## src/rtl/assert_macros.svh

```systemverilog
// Assertion macros used by the RTL file that carries concurrent checks.
`ifndef ASSERT_MACROS_SVH
`define ASSERT_MACROS_SVH

// The consequent must hold in the same cycle as the antecedent.
`define ASSERT_IMPLIES(label, clk, rst_n, ante, cons) \
	label: assert property (@(posedge clk) disable iff (!rst_n) (ante) |-> (cons)) \
		else $error("implication check failed");

// The consequent must hold in the cycle after the antecedent.
`define ASSERT_NEXT(label, clk, rst_n, ante, cons) \
	label: assert property (@(posedge clk) disable iff (!rst_n) (ante) |=> (cons)) \
		else $error("next-cycle check failed");

// The expression must never be true.
`define ASSERT_NEVER(label, clk, rst_n, expr) \
	label: assert property (@(posedge clk) disable iff (!rst_n) !(expr)) \
		else $error("forbidden condition seen");

`endif

```

## src/rtl/smasm_pkg.sv

```systemverilog
// Package with types, constants and codes of the small matrix add, subtract and multiply unit.
`timescale 1ns / 1ps
package smasm_pkg;

	localparam int ELEM_BITS     = 16;
	localparam int RES_BITS      = 33;
	localparam int OP_BITS       = 2;
	localparam int DIM_DEFAULT   = 3;
	localparam int DIM_MAX       = 8;
	localparam int ADDR_MAX_BITS = $clog2(DIM_MAX * DIM_MAX);

	localparam logic [OP_BITS-1:0] OP_ADD = 2'd0;
	localparam logic [OP_BITS-1:0] OP_SUB = 2'd1;
	localparam logic [OP_BITS-1:0] OP_MUL = 2'd2;

	typedef struct packed {
		logic signed [ELEM_BITS-1:0] a_element;
		logic signed [ELEM_BITS-1:0] b_element;
		logic                        final_pair;
	} in_item_t;

	typedef struct packed {
		logic signed [RES_BITS-1:0] result_element;
		logic                       result_last;
	} out_item_t;

	typedef struct packed {
		logic                     wr;
		logic [ADDR_MAX_BITS-1:0] wr_addr;
		logic                     rd;
		logic [ADDR_MAX_BITS-1:0] a_addr;
		logic [ADDR_MAX_BITS-1:0] b_addr;
		logic                     mul;
		logic                     sub;
		logic                     first;
		logic                     term_last;
		logic                     elem_last;
	} cmd_t;

	typedef struct packed {
		logic last_out;
	} status_t;

endpackage

```

## src/rtl/smasm_ctrl.sv

```systemverilog
// Controller state machine that sequences loads and result computation.
`timescale 1ns / 1ps
module smasm_ctrl #(
	parameter int DIM = smasm_pkg::DIM_DEFAULT
) (
	input  logic                          clk,
	input  logic                          arst_n,
	input  logic                          start,
	input  logic                          final_pair,
	input  logic                          wr_en,
	input  logic [smasm_pkg::OP_BITS-1:0] wr_data,
	input  smasm_pkg::status_t            sts,
	output logic                          busy,
	output smasm_pkg::cmd_t               cmd
);
	import smasm_pkg::*;

	localparam int CELLS = DIM * DIM;
	localparam int AW    = $clog2(CELLS);
	localparam int LW    = $clog2(CELLS + 1);
	localparam int DW    = $clog2(DIM);

	typedef enum logic [2:0] {
		ST_IDLE  = 3'b001,
		ST_RUN   = 3'b010,
		ST_DRAIN = 3'b100
	} state_t;

	state_t             state_q;
	logic [OP_BITS-1:0] op_q;
	logic [LW-1:0]      load_pos_q;
	logic [DW-1:0]      i_q;
	logic [DW-1:0]      j_q;
	logic [DW-1:0]      k_q;
	logic [AW-1:0]      a_addr_q;
	logic [AW-1:0]      b_addr_q;
	logic [AW-1:0]      row_base_q;

	logic accept;
	logic mul;
	logic k_done;
	logic j_done;
	logic i_done;

	assign accept = start && (state_q == ST_IDLE);
	assign busy   = (state_q != ST_IDLE);
	assign mul    = (op_q & OP_MUL) != '0;
	assign k_done = !mul || (k_q == DW'(DIM - 1));
	assign j_done = (j_q == DW'(DIM - 1));
	assign i_done = (i_q == DW'(DIM - 1));

	always_comb begin
		cmd           = '0;
		cmd.wr        = accept && (load_pos_q < LW'(CELLS));
		cmd.wr_addr   = ADDR_MAX_BITS'(load_pos_q);
		cmd.rd        = (state_q == ST_RUN);
		cmd.a_addr    = ADDR_MAX_BITS'(a_addr_q);
		cmd.b_addr    = ADDR_MAX_BITS'(b_addr_q);
		cmd.mul       = mul;
		cmd.sub       = (op_q == OP_SUB);
		cmd.first     = !mul || (k_q == '0);
		cmd.term_last = k_done;
		cmd.elem_last = k_done && j_done && i_done;
	end

	always_ff @(posedge clk or negedge arst_n) begin
		if (!arst_n) begin
			op_q <= OP_ADD;
		end else if (wr_en) begin
			op_q <= wr_data;
		end
	end

	always_ff @(posedge clk or negedge arst_n) begin
		if (!arst_n) begin
			state_q    <= ST_IDLE;
			load_pos_q <= '0;
			i_q        <= '0;
			j_q        <= '0;
			k_q        <= '0;
			a_addr_q   <= '0;
			b_addr_q   <= '0;
			row_base_q <= '0;
		end else begin
			case (state_q)
				ST_IDLE: begin
					if (accept) begin
						if (final_pair) begin
							load_pos_q <= '0;
							state_q    <= ST_RUN;
						end else if (load_pos_q < LW'(CELLS)) begin
							load_pos_q <= load_pos_q + LW'(1);
						end
					end
					i_q        <= '0;
					j_q        <= '0;
					k_q        <= '0;
					a_addr_q   <= '0;
					b_addr_q   <= '0;
					row_base_q <= '0;
				end
				ST_RUN: begin
					if (!k_done) begin
						k_q      <= k_q + DW'(1);
						a_addr_q <= a_addr_q + AW'(1);
						b_addr_q <= AW'(b_addr_q + AW'(DIM));
					end else begin
						k_q <= '0;
						if (!j_done) begin
							j_q <= j_q + DW'(1);
						end else begin
							j_q <= '0;
							i_q <= i_q + DW'(1);
						end
						if (!mul) begin
							a_addr_q <= a_addr_q + AW'(1);
							b_addr_q <= b_addr_q + AW'(1);
						end else if (!j_done) begin
							a_addr_q <= row_base_q;
							b_addr_q <= AW'(j_q) + AW'(1);
						end else begin
							row_base_q <= AW'(row_base_q + AW'(DIM));
							a_addr_q   <= AW'(row_base_q + AW'(DIM));
							b_addr_q   <= '0;
						end
						if (j_done && i_done) begin
							state_q <= ST_DRAIN;
						end
					end
				end
				ST_DRAIN: begin
					if (sts.last_out) begin
						state_q <= ST_IDLE;
					end
				end
				default: begin
					state_q <= ST_IDLE;
				end
			endcase
		end
	end

endmodule

```

## src/rtl/smasm_dpath.sv

```systemverilog
// Datapath with the two matrix stores and the shared multiply-accumulate unit.
`timescale 1ns / 1ps
module smasm_dpath #(
	parameter int DIM = smasm_pkg::DIM_DEFAULT
) (
	input  logic                 clk,
	input  logic                 arst_n,
	input  smasm_pkg::in_item_t  item,
	input  smasm_pkg::cmd_t      cmd,
	output smasm_pkg::status_t   sts,
	output smasm_pkg::out_item_t result,
	output logic                 strobe
);
	import smasm_pkg::*;

	localparam int CELLS = DIM * DIM;
	localparam int AW    = $clog2(CELLS);

	logic signed [ELEM_BITS-1:0] mem_a [CELLS];
	logic signed [ELEM_BITS-1:0] mem_b [CELLS];

	logic signed [ELEM_BITS-1:0]   a_s1;
	logic signed [ELEM_BITS-1:0]   b_s1;
	logic                          valid_s1;
	cmd_t                          cmd_s1;
	logic signed [2*ELEM_BITS-1:0] prod;
	logic signed [RES_BITS-1:0]    term;
	logic signed [RES_BITS-1:0]    term_s2;
	logic                          valid_s2;
	cmd_t                          cmd_s2;
	logic signed [RES_BITS-1:0]    acc_q;
	logic signed [RES_BITS-1:0]    sum;
	out_item_t                     result_q;
	logic                          strobe_q;

	always_ff @(posedge clk) begin
		if (cmd.wr) begin
			mem_a[cmd.wr_addr[AW-1:0]] <= item.a_element;
			mem_b[cmd.wr_addr[AW-1:0]] <= item.b_element;
		end
		if (cmd.rd) begin
			a_s1 <= mem_a[cmd.a_addr[AW-1:0]];
			b_s1 <= mem_b[cmd.b_addr[AW-1:0]];
		end
	end

	assign prod = a_s1 * b_s1;

	always_comb begin
		if (cmd_s1.mul) begin
			term = RES_BITS'(prod);
		end else if (cmd_s1.sub) begin
			term = RES_BITS'(a_s1) - RES_BITS'(b_s1);
		end else begin
			term = RES_BITS'(a_s1) + RES_BITS'(b_s1);
		end
	end

	assign sum = (cmd_s2.first ? RES_BITS'(0) : acc_q) + term_s2;

	always_ff @(posedge clk or negedge arst_n) begin
		if (!arst_n) begin
			valid_s1 <= 1'b0;
			valid_s2 <= 1'b0;
			strobe_q <= 1'b0;
		end else begin
			valid_s1 <= cmd.rd;
			valid_s2 <= valid_s1;
			strobe_q <= valid_s2 && cmd_s2.term_last;
		end
	end

	always_ff @(posedge clk) begin
		if (cmd.rd) begin
			cmd_s1 <= cmd;
		end
		if (valid_s1) begin
			cmd_s2  <= cmd_s1;
			term_s2 <= term;
		end
		if (valid_s2) begin
			acc_q <= sum;
			if (cmd_s2.term_last) begin
				result_q.result_element <= sum;
				result_q.result_last    <= cmd_s2.elem_last;
			end
		end
	end

	assign sts.last_out = valid_s2 && cmd_s2.term_last && cmd_s2.elem_last;
	assign result       = result_q;
	assign strobe       = strobe_q;

endmodule

```

## src/rtl/small_matrix_add_sub_mul_unit.sv

```systemverilog
// Each non-final transaction is a single load; busy stays low between loads.
// After the final transaction busy stays high until the last result has been registered.
// Sum and difference results then come one every cycle; each product result comes once the one
// shared multiply-accumulate unit has summed its DIM terms.
// Results are one-cycle strobes; the receiver cannot stall. Reset clears control and the
// operation register (to sum); the matrix stores are not cleared.
`timescale 1ns / 1ps
`include "assert_macros.svh"
module small_matrix_add_sub_mul_unit #(
	parameter int DIM = smasm_pkg::DIM_DEFAULT
) (
	input  logic                          clk,
	input  logic                          arst_n,
	input  logic                          start,
	output logic                          busy,
	input  smasm_pkg::in_item_t           item,
	input  logic                          wr_en,
	input  logic [smasm_pkg::OP_BITS-1:0] wr_data,
	output smasm_pkg::out_item_t          result,
	output logic                          strobe
);
	import smasm_pkg::*;

	cmd_t    cmd;
	status_t sts;

	smasm_ctrl #(
		.DIM(DIM)
	) u_ctrl (
		.clk       (clk),
		.arst_n    (arst_n),
		.start     (start),
		.final_pair(item.final_pair),
		.wr_en     (wr_en),
		.wr_data   (wr_data),
		.sts       (sts),
		.busy      (busy),
		.cmd       (cmd)
	);

	smasm_dpath #(
		.DIM(DIM)
	) u_dpath (
		.clk   (clk),
		.arst_n(arst_n),
		.item  (item),
		.cmd   (cmd),
		.sts   (sts),
		.result(result),
		.strobe(strobe)
	);

	`ASSERT_IMPLIES(a_strobe_after_busy, clk, arst_n, strobe, $past(busy))
	`ASSERT_NEXT(a_final_sets_busy, clk, arst_n, start && !busy && item.final_pair, busy)
	`ASSERT_NEVER(a_no_write_during_read, clk, arst_n, cmd.wr && cmd.rd)
	`ASSERT_NEXT(a_last_ends_burst, clk, arst_n, strobe && result.result_last, !strobe)

endmodule
```

## config.mk

```make
export PLATFORM = sky130hd
export DESIGN_NAME = small_matrix_add_sub_mul_unit
export DESIGN_NICKNAME = d
export VERILOG_FILES = /design/src/rtl/smasm_pkg.sv /design/src/rtl/smasm_ctrl.sv /design/src/rtl/smasm_dpath.sv /design/src/rtl/small_matrix_add_sub_mul_unit.sv
export VERILOG_INCLUDE_DIRS = /design/src /design/src/rtl
export SDC_FILE = /design/constraint.sdc
export NUM_CORES = 1
export LEC_CHECK = 0
export BUFFER_PORTS_ARGS = -buffer_cell sky130_fd_sc_hd__buf_2
export CORE_ASPECT_RATIO = 1.25
export CORE_UTILIZATION = 50
export CTS_BUF_LIST = sky130_fd_sc_hd__clkbuf_8
export DETAILED_ROUTE_END_ITERATION = 10
export PLACE_DENSITY = 0.69
export SETUP_SLACK_MARGIN = 0.3
export SYNTH_ARGS = -nofsm -noshare
export SYNTH_HDL_FRONTEND = slang
export SYNTH_HIERARCHICAL = 1
export SYNTH_SLANG_ARGS = --single-unit
```

## constraint.sdc

```tcl
create_clock -name clk -period 14.1 [get_ports clk]
set_input_delay 1.41 -clock clk [delete_from_list [all_inputs] [get_ports clk]]
set_output_delay 1.41 -clock clk [all_outputs]
set_load 0.005 [all_outputs]
```

==> metrics.log <==
[metrics] result of the run: complete, but fails checks
[metrics] violated checks: DRC
[metrics] startpoint-to-endpoint class of the critical path: reg2reg
[metrics] Min Clock Period, post-route: 6.84 ns
[metrics] ratio of total power to cell area: between 150 and 200 mW/mm^2
[metrics] share of post-route cells with drive strength above 1: 12.1%
[metrics] worst relative slew slack: 29.1%
[metrics] cell area after technology mapping: approximately 0.030 mm^2
[metrics] # clock sinks: 457
[metrics] Mapped Cells: between 2k and 2.5k
[metrics] Synth-to-Final Area Change: 8.33%
[metrics] I/O pin total: 75
[metrics] transition time of the tightest slew-check pin: about 1.1 ns
[metrics] Final Hold Violating Endpoints: 0
[metrics] Post-Route Utilization: roughly 55%
[metrics] Yosys Warn Count: 6
[metrics] setup repair after global routing missed its margin: no
[metrics] end of the critical path: u_dpath/term_s2[30]
[metrics] initial antenna violation count: 5
[metrics] most common cell after layout, fill and taps aside: edfxtp_1
[metrics] CP startpoint kind: flip-flop
[metrics] ratio of routed vias to standard cells: 5.49
[metrics] wire per inst: between 15 and 20 um
[metrics] setup tns final: 0 ns
[metrics] global-route wire length before repair: between 100 and 150 mm
[metrics] global routing usage on met3: under 10%
[metrics] final-report setup violation count: 0
[metrics] clock tree from TritonCTS: done
[metrics] leftover overflow at the end of global routing: 0
[metrics] Bufs on Longest Clock Path: 3
[metrics] path depth of the worst reg2reg path: 19
[metrics] CP endpoint kind: flip-flop
[metrics] syn_nets: between 2k and 3k
[metrics] worst hold path type: reg2reg
[metrics] max cap viols: 0
[metrics] Core Box Area: 0.0587 mm^2
[metrics] reg-to-reg slack, setup: a little over 7 ns
[metrics] maximum number of pins on one net before global-route repair: 50
[metrics] die span in y: between 200 and 300 um
[metrics] Overall Global Routing Usage: between 20% and 30%
[metrics] met2 Track Usage GR: 37.9%
[metrics] WP data arrival: between 7 and 8 ns
[metrics] fraction of the cycle the final worst path needs: 48.5%
[metrics] leakage power of the design: approximately 13 nW
[metrics] total CTS buffers: just over 70
[metrics] maximum VDD drop: 0.000139 V
[metrics] fraction of met1 tracks used by global routing: 26.1%
[metrics] critical path required time: approximately 14 ns
[metrics] launch point of the worst path: u_dpath/b_s1[2]
[metrics] x dimension of the die: 221 um
[metrics] routability cong.: approximately 0.95
[metrics] detailed router's first-iteration violation count: around 1000
[metrics] Layout Skew: roughly 0.036 ns
[metrics] Crit Reg-Reg Endpoint: u_dpath/term_s2[30]
[metrics] max-slew violations: 0
[metrics] reg-to-reg startpoint: u_dpath/b_s1[2]
[metrics] post-CTS sizing: 0
[metrics] hold-fix buffer count after cts: 0
[metrics] largest fanout on the critical path: 20
[metrics] synthesized area per cell: approximately 13 um^2
[metrics] routed wire length: about 62 mm
[metrics] number of buffers added for setup after CTS: 0
[metrics] routing layer with the top usage in global route: met2
[metrics] Clock Tree Root: clkbuf_8
[metrics] DP Wirelength: around 43 mm
[metrics] most used cells in the layout excluding fill and tap cells: 427 x edfxtp_1, 343 x inv_1, 264 x fa_1, 212 x nand2_1, 141 x ha_1
[metrics] H-tree depth: 3
[metrics] number of placement rows: 99
[metrics] total power consumption of the routed design: 5.26 mW
[metrics] PortBufs: 74
[metrics] Final #Nets: 2895
[metrics] clock slew at the register clock pins of the worst setup and hold paths: 0.06 ns
[metrics] number of global-route vias before repair: 19.1k
[metrics] first drt pass iteration count: 9
[metrics] DRC errors left: 6
[metrics] initial core utilization: 50.9%
[metrics] vias after detailed routing: roughly 18k
[metrics] antenna-violating nets left: 0
[metrics] Total Die Area: slightly above 0.06 mm^2
[metrics] clock insertion delay at the later pin of the skew report: 0.66 ns
[metrics] highest clock frequency the design can meet: 146 MHz
==> power by group <==
part	internal, mW	switching [mW]	total (mW)
Clock	0.543	0.512	1.05
Combinational	1.07	1.44	2.50
Sequential	1.66	0.0514	1.71
==> layer usage <==
layer	part of all wire (%)	vias to the layer above
met5	0.062	-
met4	2.0	8
met3	5.7	100
met2	52	441
met1	40	9069
li1	-	8293
==> through the flow <==
step | hold slack [ns] | setup slack [ns] | instance area (um^2) | cells
floorplan | 0.400 | 7.70 | 29900 | 2376
global placement | 0.427 | 7.44 | 31000 | 3134
detailed placement | 0.424 | 7.24 | 31000 | 3134
CTS | 0.441 | 7.30 | 32400 | 3261
global route | 0.446 | 6.79 | 32400 | 3262
finish | 0.433 | 7.26 | 32400 | 3262
==> how the worst min path moves through the flow <==
stage	start	to	slack [ns]	depth (start not counted)
floorplan	u_dpath/cmd_s1[0]	u_dpath/cmd_s2[0]	0.40	0
global placement	u_dpath/cmd_s1[1]	u_dpath/cmd_s2[1]	0.43	0
detailed placement	u_dpath/cmd_s1[1]	u_dpath/cmd_s2[1]	0.42	0
CTS	u_dpath/cmd_s1[1]	u_dpath/cmd_s2[1]	0.44	0
global route	u_dpath/cmd_s2[0]	u_dpath/result[0]	0.45	0
finish	u_dpath/cmd_s1[1]	u_dpath/cmd_s2[1]	0.43	0
==> worst max-delay path, stage by stage, from the launching register on <==
cell and delay, ns:
edfxtp_1 0.80, nand2_1 0.20, inv_1 0.13, fa_1 0.56, fa_1 0.90, fa_1 0.53, fa_1 0.51, fa_1 0.49
inv_1 0.05, fa_1 0.47, inv_1 0.04, ha_1 0.37, nand3_1 0.15, nor2b_1 0.21, nand4_1 0.21, nor2_1 0.19
a221oi_1 0.09, o41ai_1 0.43, xnor2_1 0.16, o21ai_0 0.09
==> flip-flops by register name, indices dropped and copies added (netlist names), 4 cells and up <==
| signal | count |
|---|---|
| u_dpath/result | 34 |
| u_ctrl/b_addr_q | 4 |
| u_dpath/term_s2 | 32 |
| u_dpath/cmd_s1 | 5 |
| u_ctrl/row_base_q | 4 |
| u_dpath/b_s1 | 16 |
| u_dpath/acc_q | 33 |
| u_ctrl/a_addr_q | 4 |
| u_dpath/a_s1 | 16 |
| u_ctrl/load_pos_q | 4 |
| u_dpath/mem_a | 144 |
| u_dpath/mem_b | 144 |
==> final cells by class <==
cell class                 count  area, um^2
inverter                     324        1220
fill                        4855       26300
clock buffer                  77        1060
timing repair buffer          94         520
sequential                   457       13600
antenna                        1        2.50
tap                          757         947
multi-input combinational   1502       14800
clock inverter                50         279
(Power assumes the default switching activity.)
